**config.mk**
```make
export PLATFORM = sky130hd
export DESIGN_NAME = fermion_ladder_operator
export DESIGN_NICKNAME = d
export VERILOG_FILES = /design/src/rtl/fla_pkg.sv /design/src/rtl/fla_mask.sv /design/src/rtl/fla_parity.sv /design/src/rtl/fla_resolve.sv /design/src/rtl/fermion_ladder_operator.sv
export SDC_FILE = /design/constraint.sdc
export NUM_CORES = 1
export LEC_CHECK = 0
export BUFFER_PORTS_ARGS = -buffer_cell sky130_fd_sc_hd__buf_2
export CAP_MARGIN = 10
export CORE_MARGIN = 5
export CORE_UTILIZATION = 40
export CTS_CLUSTER_SIZE = 8
export DETAILED_ROUTE_END_ITERATION = 6
export PLACE_DENSITY = 0.58
export SYNTH_ARGS = -nofsm -noshare
export SYNTH_HDL_FRONTEND = slang
export SYNTH_HIERARCHICAL = 1
export SYNTH_SLANG_ARGS = --single-unit
```
**constraint.sdc**
```tcl
create_clock -name clk -period 22.1 [get_ports clk]
set_input_delay 0 -clock clk [delete_from_list [all_inputs] [get_ports clk]]
set_output_delay 0 -clock clk [all_outputs]
set_load 0.03 [all_outputs]
```
**src/rtl/fla_pkg.sv**
```systemverilog
package fla_pkg;

  localparam int WORD_W = 64;
  localparam int IDX_W = 6;
  localparam int CNT_W = 7;
  localparam int LANE_W = 8;
  localparam int LANES = WORD_W / LANE_W;
  localparam int DEF_MAX_ORBITALS = 64;

  localparam logic KIND_CREATE = 1'b0;
  localparam logic KIND_ANNIHILATE = 1'b1;

  localparam logic SPIN_ALPHA = 1'b0;
  localparam logic SPIN_BETA = 1'b1;

  localparam logic ORDER_ALPHA_FIRST = 1'b0;
  localparam logic ORDER_INTERLEAVED = 1'b1;

  localparam logic REG_SPIN_ORDER = 1'b0;
  localparam logic REG_ORBITAL_COUNT = 1'b1;

  typedef struct packed {
    logic [WORD_W-1:0] alpha;
    logic [WORD_W-1:0] beta;
    logic [WORD_W-1:0] tsel;
    logic [WORD_W-1:0] asel;
    logic [IDX_W-1:0]  idx;
    logic              spin;
    logic              apply;
  } fla_mask_t;

  typedef struct packed {
    logic [WORD_W-1:0] alpha;
    logic [WORD_W-1:0] beta;
    logic [LANES-1:0]  tpar;
    logic [LANES-1:0]  apar;
    logic [IDX_W-1:0]  idx;
    logic              spin;
    logic              apply;
  } fla_par_t;

  typedef struct packed {
    logic              applied;
    logic              negative;
    logic [WORD_W-1:0] alpha;
    logic [WORD_W-1:0] beta;
  } fla_res_t;

endpackage

```
**src/rtl/fla_mask.sv**
```systemverilog
module fla_mask import fla_pkg::*; #(
  parameter int MAX_ORBITALS = DEF_MAX_ORBITALS
) (
  input  logic              clk,
  input  logic              rst,
  input  logic              en,
  input  logic              in_valid,
  input  logic              spin_order,
  input  logic [CNT_W-1:0]  orbital_count,
  input  logic              kind,
  input  logic              spin_select,
  input  logic [IDX_W-1:0]  orbital_index,
  input  logic [WORD_W-1:0] alpha_bits,
  input  logic [WORD_W-1:0] beta_bits,
  output logic              out_valid,
  output fla_mask_t         out_word
);

  localparam logic [CNT_W-1:0] MaxCount = CNT_W'(MAX_ORBITALS);

  logic [CNT_W-1:0]  cnt;
  logic [WORD_W-1:0] used;
  logic [WORD_W-1:0] below;
  logic [WORD_W-1:0] upto;
  logic [WORD_W-1:0] alpha_m;
  logic [WORD_W-1:0] beta_m;
  logic [WORD_W-1:0] target;
  logic              occ;
  logic              in_range;
  fla_mask_t         word_next;

  always_comb begin
    cnt = (orbital_count > MaxCount) ? MaxCount : orbital_count;
    for (int i = 0; i < WORD_W; i++) begin
      used[i]  = CNT_W'(i) < cnt;
      below[i] = IDX_W'(i) < orbital_index;
      upto[i]  = IDX_W'(i) <= orbital_index;
    end
    alpha_m  = alpha_bits & used;
    beta_m   = beta_bits & used;
    target   = (spin_select == SPIN_BETA) ? beta_m : alpha_m;
    occ      = target[orbital_index];
    in_range = {1'b0, orbital_index} < cnt;

    word_next.alpha = alpha_m;
    word_next.beta  = beta_m;
    word_next.tsel  = target & below;
    if (spin_select == SPIN_ALPHA) begin
      word_next.asel = '0;
    end else if (spin_order == ORDER_INTERLEAVED) begin
      word_next.asel = alpha_m & upto;
    end else begin
      word_next.asel = alpha_m;
    end
    word_next.idx   = orbital_index;
    word_next.spin  = spin_select;
    word_next.apply = in_range && ((kind == KIND_CREATE) ? !occ : occ);
  end

  always_ff @(posedge clk) begin
    if (rst) begin
      out_valid <= 1'b0;
    end else if (en) begin
      out_valid <= in_valid;
    end
  end

  always_ff @(posedge clk) begin
    if (en) begin
      out_word <= word_next;
    end
  end

endmodule

```
**src/rtl/fla_parity.sv**
```systemverilog
module fla_parity import fla_pkg::*; (
  input  logic      clk,
  input  logic      rst,
  input  logic      en,
  input  logic      in_valid,
  input  fla_mask_t in_word,
  output logic      out_valid,
  output fla_par_t  out_word
);

  fla_par_t word_next;

  always_comb begin
    word_next.alpha = in_word.alpha;
    word_next.beta  = in_word.beta;
    for (int l = 0; l < LANES; l++) begin
      word_next.tpar[l] = ^in_word.tsel[l*LANE_W +: LANE_W];
      word_next.apar[l] = ^in_word.asel[l*LANE_W +: LANE_W];
    end
    word_next.idx   = in_word.idx;
    word_next.spin  = in_word.spin;
    word_next.apply = in_word.apply;
  end

  always_ff @(posedge clk) begin
    if (rst) begin
      out_valid <= 1'b0;
    end else if (en) begin
      out_valid <= in_valid;
    end
  end

  always_ff @(posedge clk) begin
    if (en) begin
      out_word <= word_next;
    end
  end

endmodule

```
**src/rtl/fla_resolve.sv**
```systemverilog
module fla_resolve import fla_pkg::*; (
  input  logic     clk,
  input  logic     rst,
  input  logic     en,
  input  logic     in_valid,
  input  fla_par_t in_word,
  output logic     out_valid,
  output fla_res_t out_word
);

  logic [WORD_W-1:0] flip;
  fla_res_t          word_next;

  always_comb begin
    flip = WORD_W'(1) << in_word.idx;
    word_next.applied  = in_word.apply;
    word_next.negative = in_word.apply & (^in_word.tpar ^ ^in_word.apar);
    word_next.alpha    = in_word.alpha;
    word_next.beta     = in_word.beta;
    if (in_word.apply) begin
      if (in_word.spin == SPIN_BETA) begin
        word_next.beta = in_word.beta ^ flip;
      end else begin
        word_next.alpha = in_word.alpha ^ flip;
      end
    end
  end

  always_ff @(posedge clk) begin
    if (rst) begin
      out_valid <= 1'b0;
    end else if (en) begin
      out_valid <= in_valid;
    end
  end

  always_ff @(posedge clk) begin
    if (en) begin
      out_word <= word_next;
    end
  end

endmodule

```
**src/rtl/fermion_ladder_operator.sv**
```systemverilog
// Fermionic ladder operator with Jordan-Wigner sign.
// Input channel: in_valid / in_stall carry one word per operation (kind,
// spin_select, orbital_index and both occupation strings).
// Output channel: out_valid / out_stall carry one result word per input word:
// valid_res, sign_negative and the two new strings, masked to orbital_count.
// Configuration: wr_en with wr_index 0 writes spin_order, index 1 writes
// orbital_count; write only while the pipe is empty.
// One word is taken every cycle while in_stall is low; the three register
// stages (masking, per-byte parity, final reduce and bit flip) all advance
// together.
// When out_stall holds a valid result, every stage freezes and in_stall
// rises in the same cycle; nothing is dropped or repeated.
// Reset empties the pipe, sets spin_order to alpha-first and orbital_count
// to 64.
module fermion_ladder_operator import fla_pkg::*; #(
  parameter int MAX_ORBITALS = DEF_MAX_ORBITALS
) (
  input  logic              clk,
  input  logic              rst,
  input  logic              wr_en,
  input  logic              wr_index,
  input  logic [CNT_W-1:0]  wr_data,
  input  logic              in_valid,
  output logic              in_stall,
  input  logic              kind,
  input  logic              spin_select,
  input  logic [IDX_W-1:0]  orbital_index,
  input  logic [WORD_W-1:0] alpha_bits,
  input  logic [WORD_W-1:0] beta_bits,
  output logic              out_valid,
  input  logic              out_stall,
  output logic              valid_res,
  output logic              sign_negative,
  output logic [WORD_W-1:0] new_alpha_bits,
  output logic [WORD_W-1:0] new_beta_bits
);

  logic             spin_order;
  logic [CNT_W-1:0] orbital_count;
  logic             en;
  logic             v1;
  logic             v2;
  fla_mask_t        w1;
  fla_par_t         w2;
  fla_res_t         w3;

  always_ff @(posedge clk) begin
    if (rst) begin
      spin_order    <= ORDER_ALPHA_FIRST;
      orbital_count <= CNT_W'(64);
    end else if (wr_en) begin
      unique case (wr_index)
        REG_SPIN_ORDER:    spin_order <= wr_data[0];
        REG_ORBITAL_COUNT: orbital_count <= wr_data;
        default: ;
      endcase
    end
  end

  assign en       = !(out_valid && out_stall);
  assign in_stall = !en;

  fla_mask #(
    .MAX_ORBITALS(MAX_ORBITALS)
  ) u_mask (
    .clk          (clk),
    .rst          (rst),
    .en           (en),
    .in_valid     (in_valid),
    .spin_order   (spin_order),
    .orbital_count(orbital_count),
    .kind         (kind),
    .spin_select  (spin_select),
    .orbital_index(orbital_index),
    .alpha_bits   (alpha_bits),
    .beta_bits    (beta_bits),
    .out_valid    (v1),
    .out_word     (w1)
  );

  fla_parity u_parity (
    .clk      (clk),
    .rst      (rst),
    .en       (en),
    .in_valid (v1),
    .in_word  (w1),
    .out_valid(v2),
    .out_word (w2)
  );

  fla_resolve u_resolve (
    .clk      (clk),
    .rst      (rst),
    .en       (en),
    .in_valid (v2),
    .in_word  (w2),
    .out_valid(out_valid),
    .out_word (w3)
  );

  assign valid_res      = w3.applied;
  assign sign_negative  = w3.negative;
  assign new_alpha_bits = w3.alpha;
  assign new_beta_bits  = w3.beta;

endmodule

```
==> flow_metrics.env, run 1 <==
export IMPL_status="complete, no violations"
export IMPL_drc_errors=0
export IMPL_reg2reg_slack_ps=18390
export IMPL_hold_path_depth=1
export IMPL_yosys_area_share_simple=0.129
export IMPL_setup_tns_ps=0
export IMPL_finalWorstSetupSlack_ps=18390
export IMPL_grt_first_pass_wirelength_um=117000
export IMPL_cts_tree="done"
export IMPL_avgSynthCellArea_um2=13.3
export IMPL_vias=16900
export IMPL_die_x_um=260
export IMPL_cts_buffers=79
export IMPL_htree_levels=3
export IMPL_cts_root_buf="clkbuf_16"
export IMPL_synthMuxAreaShare=0.0293
export IMPL_synth_compound_area_share=0.0684
export IMPL_layout_commonest_cell="edfxtp_1"
export IMPL_fin_util=0.500
export IMPL_end_kind="register"
export IMPL_clock_power_share=0.376
export IMPL_drive_gt1_frac=0.189
export IMPL_synth_edf_count=545
export IMPL_grt_pass1_vias=17100
export IMPL_clockBufferDepth=3
export IMPL_synth_area_um2=25100
export IMPL_yosysWarnings=6
export IMPL_ir_worst_vdd_uv=52.6
export IMPL_dpl_cell_area_um2=27300
export IMPL_fin_worst_skew_ps=33.9
export IMPL_chipHeight_um=260
export IMPL_worst_setup_path_type="reg2reg"
export IMPL_grt_max_degree=183
export IMPL_syn_to_final_growth_pct=23.5
export IMPL_final_nets=2485
export IMPL_crit_fanout=23
export IMPL_final_area_um2=31000
export IMPL_min_period_ps=3710
export IMPL_startpoint_type="register"
export IMPL_worst_hold_slack_ps=48.6
export IMPL_synth_top_family_by_area="simple AND/OR/NAND/NOR gates"
export IMPL_grt_setup_unrepaired="no"
export IMPL_ff2ff_path_depth=9
export IMPL_gp_congestion=0.938
export IMPL_worstReg2RegEnd="u_mask/out_word[0]"
export IMPL_place_ws_ps=18320
export IMPL_relSlewSlack=0.137
export IMPL_ys_ff_latch=556
export IMPL_fillers=5437
export IMPL_clock_latency_ps=610
export IMPL_routedWlPerCell_um=25.4
export IMPL_coreArea_um2=61900
export IMPL_internal_power_mw=2.09
export IMPL_gr_total_overflow=0
export IMPL_cap_violations=0
export IMPL_synth_xor_area_frac=0.0890
export IMPL_hold_viol_final=0
export IMPL_synth_top_cells_by_area="edfxtp_1 65%, xnor2_1 6.9%, nand2_1 2.9%"
export IMPL_power_density_nw_per_um2=90.7
export IMPL_netSwitchingPower_uw=716
export IMPL_yosysTopAreaCell="edfxtp_1"
export IMPL_layout_common_cells="545 x edfxtp_1, 279 x buf_2, 198 x xnor2_1"
export IMPL_worstPathRequired_ps=22460
export IMPL_ys_flop_type="edfxtp_1"
export IMPL_synth_top_cell_area_share=0.652
export IMPL_syn_num_nets=2035
export IMPL_wl_um=80700
export IMPL_drv_slew=0
export IMPL_synth_adder_area_share=0.00249
export IMPL_hp_class="in2reg"
export IMPL_syn_inst=1881
export IMPL_portBuffers=280
export IMPL_drtAntennaViolNets=0
export IMPL_floorplan_die_area_um2=67800
export IMPL_p_seq_frac=0.473
export IMPL_netSwitchingFraction=0.255
export IMPL_via_per_inst=5.32
export IMPL_grt_antenna_before_repair=2
export IMPL_ys_seq_area_frac=0.661
export IMPL_ios=281
export IMPL_setup_violations=0
export IMPL_total_power_mw=2.81
export IMPL_clk_pin_slew_worst_paths_ps=60
export IMPL_r2r_start="orbital_count[6]"
export IMPL_synth_cell_types=81
export IMPL_tightest_slew_ps=1290
export IMPL_hpwl_um=58700
export IMPL_gr_usage_all_layers=0.235
export IMPL_std_cell_rows=91
export IMPL_synthArstFlopShare=0
export IMPL_finalCritPeriodShare=0.168
export IMPL_hold_start="spin_select"
export IMPL_power_frac_comb=0.151
export IMPL_fmaxAchievable_ghz=0.269
export IMPL_drtPass1Iterations=7
export IMPL_cts_sinks=556
export IMPL_p_leak_nw=12.0
export IMPL_place_inst=2931
export IMPL_min_to="u_mask/out_word[1]"
export IMPL_initial_core_util=0.405
export IMPL_drt_iter0_drc=1742
export IMPL_arrival_ps=4080
export IMPL_fin_cells=3183
## worst max path at each step
stage | end | start | cells past startpoint | slack [ps]
after floorplan | in_stall | u_resolve/out_valid | 2 | 7460
after global placement | u_mask/out_word[0] | spin_select | 10 | 18370
after detailed placement | u_mask/out_word[0] | spin_select | 10 | 18320
after CTS | in_stall | u_resolve/out_valid | 5 | 18450
after global routing | in_stall | u_resolve/out_valid | 5 | 18290
final | u_mask/out_word[0] | orbital_count[6] | 9 | 18390
## worst max-delay path: stages, from the launching register on
cell and delay, ps:
dfxtp_1 520, buf_4 340, nand2b_1 440, o21ai_0 640, nand2_1 200, a211oi_1 320, nand3_1 130, o31ai_2 420
nand3_2 140, mux2_4 310
## kinds of logic (layout without fill, tap and decap cells)
kind of cell	after synthesis	count (layout)
simple gates	642	642
xor+xnor	255	255
other cells	1	3
mux	71	71
fa+ha+maj	5	5
flops	556	556
buf+inv	106	569
compound gates	245	245
## layout make-up
type                    count  area, um2  share of cell area
diodes                      2       5.00            0.000162
clock buffers              90       2040              0.0659
repair buffers            467       3210               0.104
flip-flops and latches    556      16600               0.536
clock inverters             4       51.3             0.00166
well taps                 837       1050              0.0338
inverters                   8       30.0            0.000970
multi-input cells        1219       8000               0.258
## cell usage after synthesis (16+ instances only)
cell type	instances
and2_1	76
edfxtp_1	545
mux2_2	16
nand3_1	29
a21oi_1	57
xnor2_1	198
nor2b_1	52
o21ai_0	47
clkbuf_1	59
xor2_1	57
nand2_1	197
mux2i_1	54
nor3_1	24
a211oi_1	18
nand2b_1	22
buf_2	16
nor2_1	134
and3_1	47
## flip-flops by register name (all words and copies together) (netlist names)
| signal | count |
|---|---|
| orbital_count | 7 |
| spin_order | 1 |
| u_mask/out_valid | 1 |
| u_mask/out_word | 263 |
| u_parity/out_valid | 1 |
| u_parity/out_word | 152 |
| u_resolve/out_valid | 1 |
| u_resolve/out_word | 130 |
## power by group through the flow
stage | registers, mW | logic [mW] | clock network, mW
global placement | 1.34 | 0.402 | 0
detailed placement | 1.35 | 0.403 | 0
floorplan | 1.40 | 0.214 | 0
global route | 1.34 | 0.450 | 1.13
CTS | 1.33 | 0.426 | 1.08
finish | 1.33 | 0.425 | 1.06
## repair_timing
| item | 4_1_cts | 5_1_grt |
|---|---|---|
| gates resized for setup | 0 | 0 |
| setup buffers | 0 | 0 |
| hold endpoints to repair | 236 | 0 |
| hold buffers | 156 | 0 |
## routing by layer
| layer | GRT usage | share of wire |
|---|---|---|
| met5 | 0 | 0 |
| met4 | 0.0751 | 0.028 |
| met3 | 0.0351 | 0.067 |
| met1 | 0.326 | 0.43 |
| met2 | 0.384 | 0.48 |
(Power assumes the default switching activity.)
==> run 2: changes to the inputs <==
PLACE_DENSITY = 0.6   (was 0.58)
clock period = 3.3 ns   (was 22.1 ns; I/O delays follow)
==> flow_metrics.env, run 2 (synthesis results as in run 1) <==
export IMPL_p_leak_nw=12.5
export IMPL_routedWlPerCell_um=25.7
export IMPL_worstPathRequired_ps=3670
export IMPL_worstReg2RegEnd="u_mask/out_word[0]"
export IMPL_cap_violations=0
export IMPL_chipHeight_um=260
export IMPL_clock_latency_ps=610
export IMPL_reg_top3="u_mask/out_word (263), u_parity/out_word (152), u_resolve/out_word (130)"
export IMPL_crit_chain="buf_4 -> or4_4 -> a311oi_2 -> or2_2 -> nor2_2 -> a2111oi_4 -> o31ai_2 -> nand3_2 -> mux2_4"
export IMPL_cts_setup_buffers=0
export IMPL_vias=17400
export IMPL_grt_antenna_before_repair=3
export IMPL_ios=281
export IMPL_cts_tree="done"
export IMPL_htree_levels=3
export IMPL_grt_pass1_vias=17700
export IMPL_largest_register_ffs=263
export IMPL_gp_congestion=0.950
export IMPL_relSlewSlack=0.307
export IMPL_cts_buffers=79
export IMPL_finalCritPeriodShare=0.955
export IMPL_internal_power_mw=14.0
export IMPL_tightest_slew_ps=1010
export IMPL_fin_worst_skew_ps=26.4
export IMPL_via_per_inst=5.32
export IMPL_critPathMaxStageDelay_ps=600
export IMPL_portBuffers=280
export IMPL_clk_pin_slew_worst_paths_ps=50
export IMPL_setup_tns_ps=0
export IMPL_power_density_nw_per_um2=593
export IMPL_cts_sinks=556
export IMPL_grt_first_pass_wirelength_um=121000
export IMPL_arrival_ps=3520
export IMPL_hpwl_um=62700
export IMPL_gr_total_overflow=0
export IMPL_clock_power_share=0.371
export IMPL_power_frac_comb=0.159
export IMPL_critPathTopFamily="simple AND/OR/NAND/NOR gates"
export IMPL_coreArea_um2=61900
export IMPL_die_x_um=260
export IMPL_r2r_start="orbital_count[4]"
export IMPL_hold_path_depth=3
export IMPL_cts_root_buf="clkbuf_16"
export IMPL_min_period_ps=3150
export IMPL_fillers=5355
export IMPL_setup_violations=0
export IMPL_syn_to_final_growth_pct=27.0
export IMPL_fmaxAchievable_ghz=0.317
export IMPL_floorplan_die_area_um2=67800
export IMPL_hold_viol_final=0
export IMPL_clockBufferDepth=3
export IMPL_layout_commonest_cell="edfxtp_1"
export IMPL_min_to="u_mask/out_word[17]"
export IMPL_p_seq_frac=0.470
export IMPL_grt_max_degree=89
export IMPL_startpoint_type="register"
export IMPL_drtAntennaViolNets=0
export IMPL_netSwitchingPower_mw=4.85
export IMPL_ir_worst_vdd_uv=331
export IMPL_reg2reg_slack_ps=150
export IMPL_wl_um=84200
export IMPL_top_register="u_mask/out_word"
export IMPL_drt_iter0_drc=1839
export IMPL_layout_common_cells="545 x edfxtp_1, 279 x buf_2, 198 x xnor2_1"
export IMPL_hold_start="orbital_index[3]"
export IMPL_end_kind="register"
export IMPL_final_nets=2581
export IMPL_gr_usage_all_layers=0.245
export IMPL_worst_hold_slack_ps=76.3
export IMPL_drc_errors=0
export IMPL_hp_class="in2reg"
export IMPL_drtPass1Iterations=5
export IMPL_drive_gt1_frac=0.219
export IMPL_crit_fanout=15
export IMPL_cp_slowest_cell="or4_4"
export IMPL_ff2ff_path_depth=9
export IMPL_std_cell_rows=91
export IMPL_netSwitchingFraction=0.257
export IMPL_initial_core_util=0.405
export IMPL_crit_buf_inv=1
export IMPL_worst_setup_path_type="reg2reg"
export IMPL_status="complete, no violations"
export IMPL_drv_slew=0
export IMPL_grt_setup_unrepaired="no"
==> run 2: power groups by stage <==
stage	clock network (mW)	registers, mW	logic, mW
floorplan	0	9.29	1.44
global route	7.46	8.94	3.17
finish	7.01	8.88	3.00
detailed placement	0	9.01	2.83
global placement	0	8.99	2.81
CTS	7.17	8.89	2.99
==> run 2: worst max-delay path by stage <==
| stage | cells after the start | end | slack (ps) | start |
|---|---|---|---|---|
| 3_5_place_dp | 9 | u_mask/out_word[0] | 180 | orbital_count[3] |
| 2_1_floorplan | 2 | in_stall | 20 | u_resolve/out_valid |
| 5_1_grt | 9 | u_mask/out_word[0] | 50 | orbital_count[3] |
| 6_report | 9 | u_mask/out_word[0] | 150 | orbital_count[4] |
| 4_1_cts | 9 | u_mask/out_word[0] | 150 | orbital_count[3] |
| 3_3_place_gp | 9 | u_mask/out_word[0] | 230 | orbital_count[3] |
==> run 2: what timing repair did <==
action / in CTS / in global routing
hold buffers: 163 / 0
setup endpoints to repair: 0 / 1
resized for setup: 0 / 1
endpoints found under the hold margin: 235 / 0
==> run 2: per-stage QoR <==
step / cells / instance area (um2) / power [mW] / worst slack (ps) / util
final: 3277 / 31900 / 18.9 / 148 / 0.514
after global routing: 3275 / 31800 / 19.6 / 47.8 / 0.514
after CTS: 3275 / 31800 / 19.0 / 154 / 0.514
after detailed placement: 3020 / 28100 / 11.8 / 176 / 0.454
after global placement: 3020 / 28100 / 11.8 / 228 / 0.454
after floorplan: 1881 / 25100 / 10.7 / 23.2 / -
==> run 2: worst reg2reg max path, cell delays in order, from the launching register on <==
cell	delay [ps]
dfxtp_1	560
buf_4	310
or4_4	600
a311oi_2	300
or2_2	190
nor2_2	50
a2111oi_4	350
o31ai_2	140
nand3_2	140
mux2_4	290
==> run 2: final cells by class <==
| class | instances | area, um2 | share of cell area |
|---|---|---|---|
| diodes | 2 | 5.00 | 0.000157 |
| well taps | 837 | 1050 | 0.0329 |
| repair buffers | 563 | 4100 | 0.129 |
| clock inverters | 4 | 58.8 | 0.00185 |
| multi-input cells | 1219 | 8020 | 0.252 |
| flip-flops and latches | 556 | 16600 | 0.521 |
| clock buffers | 88 | 2010 | 0.0631 |
| inverters | 8 | 30.0 | 0.000943 |
==> run 2: routing by layer <==
| layer | up-vias | track usage | wire length, um |
|---|---|---|---|
| li1 | 7906 | - | - |
| met1 | 8670 | 0.338 | 36100 |
| met2 | 712 | 0.397 | 40000 |
| met3 | 148 | 0.0388 | 5530 |
| met4 | 0 | 0.0847 | 2560 |
| met5 | - | 0 | 0 |
